--- src/sv/rvx_pkg.sv ---
`timescale 1ns / 1ps
// ----------------------------------------------------------------------------
// rvx_pkg
// Shared types, opcodes and status codes of the execute unit.
// ----------------------------------------------------------------------------
package rvx_pkg;

	localparam int unsigned DataMemBytesDef = 65536;

	localparam logic [6:0] OP_RTYPE  = 7'h33;
	localparam logic [6:0] OP_ITYPE  = 7'h13;
	localparam logic [6:0] OP_SYSTEM = 7'h73;
	localparam logic [6:0] OP_BRANCH = 7'h63;
	localparam logic [6:0] OP_JAL    = 7'h6F;
	localparam logic [6:0] OP_STORE  = 7'h23;
	localparam logic [6:0] OP_LOAD   = 7'h03;
	localparam logic [6:0] OP_LUI    = 7'h37;

	localparam logic [6:0] F7_BASE = 7'h00;
	localparam logic [6:0] F7_ALT  = 7'h20;
	localparam logic [6:0] F7_MUL  = 7'h01;

	localparam logic [31:0] A0_PRINT_INT  = 32'd1;
	localparam logic [31:0] A0_EXIT       = 32'd10;
	localparam logic [31:0] A0_PRINT_CHAR = 32'd11;

	localparam logic [4:0] REG_A0 = 5'd10;
	localparam logic [4:0] REG_A1 = 5'd11;

	typedef enum logic [2:0] {
		ST_OK         = 3'd0,
		ST_INVALID    = 3'd1,
		ST_EXIT       = 3'd2,
		ST_PRINT_INT  = 3'd3,
		ST_PRINT_CHAR = 3'd4,
		ST_ILLEGAL    = 3'd5
	} status_t;

	typedef enum logic [3:0] {
		S_IDLE,
		S_READ,
		S_EXEC,
		S_DIV,
		S_MEM,
		S_WB,
		S_OUT
	} state_t;

	// controller to datapath
	typedef struct packed {
		logic capture;
		logic read_regs;
		logic exec;
		logic div_start;
		logic div_step;
		logic mem_step;
		logic commit;
	} dp_cmd_t;

	// datapath to controller
	typedef struct packed {
		logic is_preload;
		logic is_div;
		logic is_mem;
		logic div_done;
		logic mem_done;
	} dp_sts_t;

endpackage

--- src/sv/rvx_ctrl.sv ---
`timescale 1ns / 1ps
// ----------------------------------------------------------------------------
// rvx_ctrl
// Sequencer: capture, register read, execute (skipped for preloads), divide or memory, commit, output.
// ----------------------------------------------------------------------------
module rvx_ctrl (
	input  logic             clk,
	input  logic             arst_n,
	input  logic             in_valid,
	output logic             in_stall,
	output logic             out_valid,
	input  logic             out_stall,
	input  rvx_pkg::dp_sts_t sts,
	output rvx_pkg::dp_cmd_t cmd
);
	import rvx_pkg::*;

	state_t state_q, state_d;

	always_ff @(posedge clk or negedge arst_n) begin
		if (!arst_n) state_q <= S_IDLE;
		else state_q <= state_d;
	end

	always_comb begin
		state_d = state_q;
		unique case (state_q)
			S_IDLE: if (in_valid) state_d = S_READ;
			S_READ: state_d = sts.is_preload ? S_MEM : S_EXEC;
			S_EXEC: begin
				if (sts.is_div) state_d = S_DIV;
				else if (sts.is_mem) state_d = S_MEM;
				else state_d = S_WB;
			end
			S_DIV: if (sts.div_done) state_d = S_WB;
			S_MEM: if (sts.mem_done) state_d = S_WB;
			S_WB:  state_d = S_OUT;
			S_OUT: if (!out_stall) state_d = in_valid ? S_READ : S_IDLE;
			default: state_d = S_IDLE;
		endcase
	end

	always_comb begin
		cmd       = '0;
		in_stall  = 1'b1;
		out_valid = 1'b0;
		unique case (state_q)
			S_IDLE: begin
				in_stall    = 1'b0;
				cmd.capture = in_valid;
			end
			S_READ: cmd.read_regs = 1'b1;
			S_EXEC: begin
				cmd.exec      = 1'b1;
				cmd.div_start = 1'b1;
			end
			S_DIV: cmd.div_step = 1'b1;
			S_MEM: cmd.mem_step = 1'b1;
			S_WB:  cmd.commit = 1'b1;
			S_OUT: begin
				out_valid   = 1'b1;
				in_stall    = out_stall;
				cmd.capture = in_valid && !out_stall;
			end
			default: ;
		endcase
	end

endmodule

--- config.mk ---
export PLATFORM = sky130hd
export DESIGN_NAME = rvx_ctrl
export DESIGN_NICKNAME = d
export VERILOG_FILES = /design/src/sv/rvx_pkg.sv /design/src/sv/rvx_ctrl.sv
export SDC_FILE = /design/constraint.sdc
export NUM_CORES = 1
export LEC_CHECK = 0
export ABC_CLOCK_PERIOD_IN_PS = 2900
export BUFFER_PORTS_ARGS = -buffer_cell sky130_fd_sc_hd__buf_2
export CORE_AREA = 2 2 39 41
export CTS_BUF_LIST = sky130_fd_sc_hd__clkbuf_2
export CTS_CLUSTER_SIZE = 14
export DETAILED_ROUTE_END_ITERATION = 10
export DIE_AREA = 0 0 41 43
export HOLD_SLACK_MARGIN = 0.12
export MAX_ROUTING_LAYER = met4
export PLACE_DENSITY = 0.48
export SYNTH_ARGS = -nofsm -noshare
export SYNTH_HDL_FRONTEND = slang
export SYNTH_SLANG_ARGS = --single-unit
--- constraint.sdc ---
create_clock -name clk -period 2.9 [get_ports clk]
set_input_delay 0.29 -clock clk [delete_from_list [all_inputs] [get_ports clk]]
set_output_delay 0.29 -clock clk [all_outputs]
set_load 0.05 [all_outputs]
==> Yosys cells after proc, flatten, opt, wreduce, memory -nomap -nowiden <==
Cells that the tools add are included.
{ "totals": {"inputBits": 9, "reg_bits": 4, "wordCells": 32} }
{ "op_classes": {"mux": 17, "n_eq_ne": 10, "n_reduce_logical": 4} }
{ "ops": {"columns": ["operator", "n"], "rows": [
  ["$pmux W4 S7", 1],
  ["$mux W4", 4],
  ["$eq A4 B3 Y1 const B", 3],
  ["$eq A4 B2 Y1 const B", 2],
  ["$ne A2 B2 Y1 const B", 4],
  ["$mux W1", 7],
  ["$mux W3", 2],
  ["$eq A4 B1 Y1 const B", 1],
  ["$logic_not A4 Y1", 1],
  ["$pmux W1 S2", 2],
  ["$reduce_and A4 Y1", 1],
  ["$mux W2", 1],
  ["$logic_and A1 B1 Y1", 1],
  ["$logic_not A1 Y1", 1]
]} }

==> Depth between registers and ports, before layout <==
Gate-level depths: netlist of run 1.
{ "depth": {"word_depth": 3, "mapped_depth": 4, "ltp_nobuf": 3} }

==> Worst setup path after synthesis of run 1 <==
OpenSTA, ideal clock, no wires.
{ "synth_path": {"path_type": "register -> output", "from": "register state_q[2]", "to": "output cmd[0] (netlist bit)", "required_time_ns": 2.610, "t_arrival_ns": 1.745, "setup_slack_ns": 0.865, "stages_incl_launch_ff": 3, "cell_sequence": "dfrtp_1 -> buf_2 -> nor3b_1"} }
{ "synth_lines": {"columns": ["item", "line", "rtl"], "rows": [
  ["from (decl)", "rvx_ctrl.sv:18", "state_t state_q, state_d;"],
  ["from (signal assigned)", "rvx_ctrl.sv:22", "else state_q <= state_d;"],
  ["to (decl)", "rvx_ctrl.sv:14", "output rvx_pkg::dp_cmd_t cmd"]
]} }

==> impl_metrics.env, run 1 <==
export IMPL_vdd_drop_max_v=0.000319
export IMPL_port_buffers=17
export IMPL_clk_pin_slew_ns=0.04
export IMPL_max_freq_mhz=572
export IMPL_io_pins=18
export IMPL_crit_arrival_ns=1.46
export IMPL_insertion_delay_ns=0.20
export IMPL_yosysWarnings=0
export IMPL_clock_skew_ns=0.000999
export IMPL_synthTopCellsByArea="dfrtp_1 23%, buf_6 6.9%, nor3b_1 6.9%, nor2_1 5.8%, a221oi_2 4.6%"
export IMPL_hold_viol=0
export IMPL_min_to="state_q[1]"
export IMPL_tightest_slew_ns=0.406
export IMPL_min_period_ns=1.75
export IMPL_syn_area_um2=324
export IMPL_max_cap_violations=0
export IMPL_syn_nets=47
export IMPL_end_kind="output pin"
export IMPL_reg2reg_slack_ns=1.35
export IMPL_cts_inserted_buffers=3
export IMPL_totalWireLength_um=739
export IMPL_dr_pass1_iters=3
export IMPL_setup_violations_final=0
export IMPL_yosys_area_top_type_share_pct=23.2
export IMPL_cts_tree="done"
export IMPL_start_util_pct=23.4
export IMPL_r2r_cells=3
export IMPL_syn2layout_area_growth_pct=30.9
export IMPL_r2r_start="state_q[2]"
export IMPL_fp_dieH_um=43
export IMPL_async_flop_share_pct=100
export IMPL_synth_commonest_cells="5 x nor2_1, 3 x dfrtp_1, 3 x nand2_1, 3 x nor3b_1"
export IMPL_ys_ff_latch=3
export IMPL_reg_top3="state_q: 3 flops"
export IMPL_layout_drive_gt1_share_pct=42.9
export IMPL_yosys_cell_count_top_type="nor2_1"
export IMPL_clkSinkCount=3
export IMPL_hold_path_class="primary input to register"
export IMPL_grt_pass1_vias=287
export IMPL_top_register="state_q"
export IMPL_synth_top_cell_by_area="dfrtp_1"
export IMPL_cp_start_kind="register"
export IMPL_leakagePower_uw=0.000223
export IMPL_post_cts_resized=0
export IMPL_gp_congestion=0.647
export IMPL_fin_cells=72
export IMPL_grt_overflow=0
export IMPL_largest_reg_flops=3
export IMPL_syn_inst=38
export IMPL_antenna_found_initial=0
export IMPL_vias_per_cell=4.69
export IMPL_antenna_left=0
export IMPL_antenna_cells=0
export IMPL_power_density_nw_per_um2=1350
export IMPL_cp_max_fo=14
export IMPL_num_rows=14
export IMPL_hold_depth=3
export IMPL_nNetsFinal=66
export IMPL_die_w_um=41
export IMPL_dpl_cell_count=67
export IMPL_die_area_um2=1760
export IMPL_htree_levels=1
export IMPL_critical_path_class="register to output pin"
export IMPL_synthDistinctLibCells=26
export IMPL_avgSynthCellArea_um2=8.53
export IMPL_wl_per_cell_um=10.3
export IMPL_critPathRequiredTime_ns=2.61
export IMPL_post_dp_hpwl_um=589
export IMPL_min_delay_start="sts[3]"
export IMPL_run_status="completed"
export IMPL_cts_root_buf="clkbuf_2"
export IMPL_core_area_um2=1380
export IMPL_synth_main_ff_cell="dfrtp_1"
export IMPL_grt_use_total_pct=9.39
export IMPL_ys_seq_area_share_pct=23.2
export IMPL_grt_pass1_wl_um=1120
export IMPL_first_iter_violations=3
export IMPL_clk_path_buf_depth=2
export IMPL_setup_tns_ns=0
export IMPL_final_util_pct=30.7
export IMPL_hold_worst_slack_ns=0.364
export IMPL_synth_edf_count=0
export IMPL_vias=338
export IMPL_timing_rr_end="state_q[2]"
export IMPL_rsz0062_at_grt="no"
export IMPL_grt_max_degree=15
export IMPL_slew_violations=0
export IMPL_fin_crit_sh_pct=60.3
export IMPL_max_slew_margin_rel_pct=72.9
export IMPL_drc_errors=0
power breakdown:
group	total [uW]	leakage, uW	switching [uW]	internal (uW)
Sequential	125	0.0000362	61.8	63.5
Clock	57.0	0.0000166	20.6	36.4
Combinational	389	0.000171	262	127
Total	571	0.000223	344	227
area by class of cell:
cell class                 count  area, um^2
clock buffer                   4        20.0
fill                         161         960
inverter                       1        3.75
multi-input combinational     30         210
sequential                     3        75.1
tap                           16        20.0
timing repair buffer          18        95.1
cells by family after synthesis:
logic type | synth area share [%]
DFF | 23.2
and+or+nand+nor | 35.9
buffers and inverters | 12.0
muxes | 6.56
AOI/OAI and AO/OA | 22.4
repair_timing:
action                    CTS  global route
hold buffers                1             0
setup buffers               0             0
hold endpoints to repair    3             0
routing by layer:
metal  vias to the layer above  track usage (%)  part of all wire [%]
met3                         0             1.57                   4.2
met1                       158             12.3                    44
met2                         8             12.8                    52
met5                         -                -                     0
met4                         0             6.00                     0
li1                        172                -                     -
cells in the final DEF, fill, tap and decap left out:
master	netlist	layout
buf_2	1	17
nor2_1	5	5
clkbuf_2	0	4
nand2_1	3	3
nor3b_1	3	3
dfrtp_1	3	3
nor2b_1	2	2
nor3b_2	1	1
inv_1	1	1
nor3_1	1	1
o21ai_1	1	1
o211a_1	1	1
and2_1	1	1
nand2b_1	1	1
and2_4	1	1
and4bb_1	1	1
a21oi_1	1	1
o311ai_1	1	1
mux2i_1	1	1
a221oi_2	1	1
a21boi_1	1	1
o22ai_1	1	1
a21o_1	1	1
a211oi_1	1	1
mux2_1	1	1
dlygate4sd3_1	0	1
critical path, cell delays in order (launching register included):
cell,delay [ns]
dfrtp_1,0.58
nand2_1,0.12
nor2_1,0.15
o211a_1,0.16
buf_2,0.25
worst max path at each step:
| stage | to | start | cells after the start | slack (ns) |
|---|---|---|---|---|
| after floorplan | cmd[0] | state_q[2] | 2 | 0.86 |
| after global placement | state_q[2] | state_q[2] | 3 | 1.36 |
| after detailed placement | state_q[2] | state_q[2] | 3 | 1.34 |
| after CTS | cmd[6] | state_q[2] | 4 | 1.14 |
| after global routing | cmd[6] | state_q[2] | 4 | 1.06 |
| final | cmd[6] | state_q[2] | 4 | 1.15 |
through the flow:
| stage | power (uW) | setup slack, ns | area [um^2] |
|---|---|---|---|
| 2_1_floorplan | 472 | 0.865 | 324 |
| 3_3_place_gp | 519 | 1.36 | 394 |
| 3_5_place_dp | 518 | 1.34 | 394 |
| 4_1_cts | 579 | 1.14 | 424 |
| 5_1_grt | 610 | 1.06 | 424 |
| 6_report | 571 | 1.15 | 424 |
No activity file was read; power rests on OpenSTA's default activity.
==> inputs of run 2 (changes only) <==
- ABC_CLOCK_PERIOD_IN_PS: 2900 -> 1800
- clock period: 2.9 -> 1.8 ns (I/O delays scaled with it)
==> run 2 against run 1 <==
Effect of this change:
- worst hold slack worse by 0.14 ns
- utilization up 1.3 points
- clock power up 74%
- die area unchanged
- critical path type unchanged
- critical endpoint is now cmd[0]
- critical path depth down 1
- combinational power up 66%
- first-iteration DRC count rose to 2.7 times the previous value
==> impl_metrics.env, run 2 (same netlist as run 1, synthesis figures left out) <==
export IMPL_run_status="completed"
export IMPL_vias=331
export IMPL_die_w_um=41
export IMPL_insertion_delay_ns=0.22
export IMPL_max_slew_margin_rel_pct=75.3
export IMPL_vdd_drop_max_v=0.000746
export IMPL_crit_family="flip-flops"
export IMPL_path_buf_inv=2
export IMPL_grt_overflow=0
export IMPL_crit_arrival_ns=1.44
export IMPL_fin_cells=72
export IMPL_regArea_um2=76.3
export IMPL_multi_input_area_um2=226
export IMPL_port_buffers=17
export IMPL_wl_per_cell_um=10.9
export IMPL_top_register="state_q"
export IMPL_setup_violations_final=0
export IMPL_crit_path_max_incr_delay_ns=0.56
export IMPL_critPathRequiredTime_ns=1.62
export IMPL_num_rows=14
export IMPL_io_pins=18
export IMPL_tightest_slew_ns=0.371
export IMPL_drc_errors=0
export IMPL_max_cap_violations=0
export IMPL_leakagePower_uw=0.000229
export IMPL_hold_path_class="primary input to register"
export IMPL_layout_drive_gt1_share_pct=48.2
export IMPL_clock_skew_ns=0.00722
export IMPL_max_freq_mhz=618
export IMPL_min_period_ns=1.62
export IMPL_fillCellCount=155
export IMPL_hold_viol=0
export IMPL_totalWireLength_um=782
export IMPL_clk_path_buf_depth=2
export IMPL_post_dp_hpwl_um=611
export IMPL_cp_max_fo=10
export IMPL_antenna_cells=0
export IMPL_clk_pin_slew_ns=0.04
export IMPL_dr_wl_met2_um=400
export IMPL_final_cell_mix="17 x buf_2, 5 x nor2_1, 4 x clkbuf_2"
export IMPL_clkSinkCount=3
export IMPL_nNetsFinal=66
export IMPL_core_area_um2=1380
export IMPL_power_uw=962
export IMPL_antenna_left=0
export IMPL_reg_top3="state_q: 3 flops"
export IMPL_grt_use_total_pct=11.6
export IMPL_setup_tns_ns=0
export IMPL_cts_tree="done"
export IMPL_rsz0062_at_grt="no"
export IMPL_grt_max_degree=15
export IMPL_gp_congestion=0.762
export IMPL_final_common_cell="buf_2"
export IMPL_wl_met3_um=35
export IMPL_grt_pass1_wl_um=1280
export IMPL_slew_violations=0
export IMPL_final_util_pct=31.9
export IMPL_die_area_um2=1760
export IMPL_antenna_found_initial=0
export IMPL_vias_per_cell=4.60
export IMPL_largest_reg_flops=3
export IMPL_dr_pass1_iters=4
export IMPL_fin_crit_sh_pct=89.9
export IMPL_dr_max_layer_used="met4"
export IMPL_first_iter_violations=8
export IMPL_end_kind="output pin"
export IMPL_cp_cell_sequence="inv_1 > nor3b_2 > buf_2"
export IMPL_fp_dieH_um=43
export IMPL_power_density_nw_per_um2=2180
export IMPL_cts_setup_buffers=0
export IMPL_start_util_pct=23.4
export IMPL_met1Wirelength_um=301
export IMPL_critPathSlowestCell="dfrtp_1"
export IMPL_critical_path_class="register to output pin"
export IMPL_syn2layout_area_growth_pct=36.3
export IMPL_cts_inserted_buffers=3
export IMPL_grt_pass1_vias=324
export IMPL_dpl_cell_count=67
export IMPL_cts_root_buf="clkbuf_2"
export IMPL_htree_levels=1
export IMPL_cp_start_kind="register"
-- run 2: cell types whose count changed in the layout (fill, tap and decap cells not counted) --
cell	previous run	this run
nor3b_1	3	2
dfrtp_1	3	2
nor3_1	1	0
dfrtp_2	0	1
nor3b_4	0	1
nor3_2	0	1
-- run 2: worst paths after layout --
check | start | endpoint | slack, ns | cells past startpoint
setup / recovery | state_q[0] | cmd[0] | 0.18 | 3
hold / removal | sts[3] | state_q[1] | 0.23 | 3
min in group asynchronous | arst_n | state_q[2] | 0.28 | 2
max in group asynchronous | arst_n | state_q[2] | 1.41 | 2
setup reg to reg | state_q[0] | state_q[2] | 0.33 | 3
hold reg to reg | state_q[2] | state_q[2] | 0.71 | 1
-- run 2: power by group --
group | internal (uW) | leakage, uW | total [uW] | switching [uW]
registers | 105 | 0.0000353 | 219 | 115
logic | 218 | 0.000177 | 644 | 426
clock network | 58.5 | 0.0000166 | 99.4 | 40.9
total | 381 | 0.000229 | 962 | 581
-- run 2: what timing repair did --
item | in CTS | in global routing
endpoints found under the setup margin | 0 | 1
endpoints found under the hold margin | 3 | 0
hold buffers | 1 | 0
gates resized for setup | 0 | 1
-- run 2: cell type report --
type / count / share of cell area, %
clock buffers: 4 / 4.53
multi-input cells: 30 / 51.3
inverters: 1 / 0.850
repair buffers: 18 / 21.5
flip-flops and latches: 3 / 17.3
well taps: 16 / 4.53
-- run 2: through the flow --
| stage | hold WS [ns] | area (um^2) | worst slack [ns] |
|---|---|---|---|
| 2_1_floorplan | -0.116 | 340 | 0.196 |
| 3_3_place_gp | -0.0222 | 410 | 0.259 |
| 3_5_place_dp | -0.0213 | 410 | 0.225 |
| 4_1_cts | 0.225 | 440 | 0.0738 |
| 5_1_grt | 0.256 | 442 | 0.0631 |
| 6_report | 0.229 | 442 | 0.182 |
-- run 2: layer usage --
metal	vias up	global-route usage (%)
li1	171	-
met1	146	12.2
met2	10	15.9
met3	4	1.57
met4	0	14.0
met5	-	-
-- run 2: tightest hold or removal path: stages --
cell and delay (ns):
buf_2 0.10, nand2_1 0.05, o311ai_1 0.07
==> inputs of run 3 (changes only) <==
- ABC_CLOCK_PERIOD_IN_PS: 1800 -> 1580
- clock period: 1.8 -> 1.58 ns (I/O delays scaled with it)
==> run 3 against run 2 <==
Effect of this change:
- sequential share of layout area down 1.4 points
- cell count increased by 4.2%
- sequential cell count unchanged
- clock skew shrank 0.0056 ns
- worst hold slack got worse by 0.0031 ns
- utilization rose by 2.9 points
- count of clock-buffer cells in the layout is the same
- sequential power down 11%
- clock power grew 11%
- non-clock buffer count grew 3
- setup slack got worse by 0.082 ns
- routed wire length grew 0.26%
==> impl_metrics.env, run 3 (same netlist as run 1, synthesis figures left out) <==
export IMPL_run_status="completed"
export IMPL_io_pins=18
export IMPL_cts_tree="done"
export IMPL_grt_overflow=0
export IMPL_grt_max_degree=9
export IMPL_clkSinkCount=3
export IMPL_antenna_found_initial=0
export IMPL_dr_max_layer_used="met3"
export IMPL_port_buffers=17
export IMPL_vias_per_cell=4.45
export IMPL_totalWireLength_um=784
export IMPL_hold_viol=0
export IMPL_setup_tns_ns=0
export IMPL_cp_max_fo=8
export IMPL_die_w_um=41
export IMPL_cp_start_kind="register"
export IMPL_clk_path_buf_depth=2
export IMPL_syn2layout_area_growth_pct=48.6
export IMPL_critPathRequiredTime_ns=1.42
export IMPL_wl_per_cell_um=10.5
export IMPL_power_density_nw_per_um2=2450
export IMPL_final_common_cell="buf_2"
export IMPL_hold_worst_slack_ns=0.226
export IMPL_tightest_slew_ns=0.275
export IMPL_slew_violations=0
export IMPL_top_register="state_q"
export IMPL_fin_crit_sh_pct=93.7
export IMPL_setup_violations_final=0
export IMPL_hold_path_class="primary input to register"
export IMPL_critical_path_class="register to output pin"
export IMPL_timing_rr_end="state_q[2]"
export IMPL_vdd_drop_max_v=0.000824
export IMPL_min_delay_start="sts[3]"
export IMPL_min_period_ns=1.48
export IMPL_max_freq_mhz=676
export IMPL_drc_errors=0
export IMPL_clk_pin_slew_ns=0.05
export IMPL_nNetsFinal=69
export IMPL_min_to="state_q[1]"
export IMPL_end_kind="output pin"
export IMPL_core_area_um2=1380
export IMPL_r2r_start="state_q[1]"
export IMPL_largest_reg_flops=3
export IMPL_grt_pass1_wl_um=1300
export IMPL_hold_depth=3
export IMPL_htree_levels=1
export IMPL_clock_skew_ns=0.00162
export IMPL_die_area_um2=1760
export IMPL_r2r_cells=3
export IMPL_max_slew_margin_rel_pct=81.4
export IMPL_start_util_pct=23.4
export IMPL_antenna_left=0
export IMPL_post_dp_hpwl_um=640
export IMPL_first_iter_violations=7
export IMPL_wl_met3_um=55
export IMPL_cts_root_buf="clkbuf_2"
export IMPL_reg2reg_slack_ns=0.17
export IMPL_vias=334
export IMPL_max_cap_violations=0
export IMPL_final_cell_mix="11 x buf_2, 5 x buf_4, 4 x nor2_1, 4 x clkbuf_2, 4 x clkbuf_4"
export IMPL_cts_inserted_buffers=3
export IMPL_gp_congestion=0.770
export IMPL_layout_drive_gt1_share_pct=52.5
export IMPL_insertion_delay_ns=0.21
export IMPL_antenna_cells=0
export IMPL_fp_dieH_um=43
export IMPL_dr_wl_met2_um=357
export IMPL_reg_top3="state_q: 3 flops"
export IMPL_leakagePower_uw=0.000244
export IMPL_grt_pass1_vias=328
export IMPL_dr_pass1_iters=2
export IMPL_rsz0062_at_grt="no"
export IMPL_num_rows=14
export IMPL_crit_arrival_ns=1.32
export IMPL_met1Wirelength_um=371
export IMPL_grt_use_total_pct=11.2
run 3: cell types whose count changed in the layout (fill, tap and decap cells not counted):
cell and delta:
buf_2 -6, buf_4 +5, clkbuf_4 +4, nor2_1 -1
nor2_2 +1
run 3: worst max-delay path by stage:
stage | start | endpoint | cells after the start
3_5_place_dp | state_q[1] | state_q[2] | 3
4_1_cts | state_q[2] | cmd[6] | 4
2_1_floorplan | state_q[2] | in_stall | 4
6_report | state_q[2] | cmd[6] | 4
5_1_grt | state_q[0] | cmd[3] | 3
3_3_place_gp | state_q[1] | state_q[2] | 3
run 3: per-stage QoR:
stage | total power [uW] | setup WS [ns] | util (%) | instances | area, um^2
2_1_floorplan | 902 | 0.00586 | - | 38 | 340
3_3_place_gp | 1040 | 0.164 | 31.3 | 70 | 433
3_5_place_dp | 1040 | 0.179 | 31.3 | 70 | 433
4_1_cts | 1160 | 0.0154 | 33.6 | 75 | 465
5_1_grt | 1270 | 0.0138 | 34.8 | 75 | 482
6_report | 1180 | 0.100 | 34.8 | 75 | 482
run 3: layout make-up:
| cell class | count | area (um^2) |
|---|---|---|
| fill | 155 | 902 |
| multi-input combinational | 30 | 229 |
| timing repair buffer | 21 | 133 |
| sequential | 3 | 76.3 |
| clock buffer | 4 | 20.0 |
| tap | 16 | 20.0 |
| inverter | 1 | 3.75 |
run 3: where the power goes:
group          switching, uW  internal, uW  total (uW)  leakage, uW
Sequential              73.7           120         194    0.0000353
Combinational            555           323         878     0.000192
Clock                   43.5          66.8         110    0.0000166
Total                    672           510        1180     0.000244
run 3: worst max-delay path: stages (launching register included):
cell and delay [ns]:
dfrtp_2 0.45, buf_4 0.18, nor2_2 0.15, o211a_1 0.15
buf_4 0.19
run 3: what timing repair did:
action | in CTS | in global routing
hold buffers | 1 | 0
setup endpoints to repair | 1 | 6
hold endpoints to repair | 3 | 0
buffers inserted | 0 | 0
gates resized for setup | 1 | 8
run 3: metal layers:
layer / GRT usage, % / vias to the layer above
met4: 4.00 / 0
met5: - / -
met3: 4.71 / 0
met1: 13.5 / 144
li1: - / 178
met2: 16.3 / 12
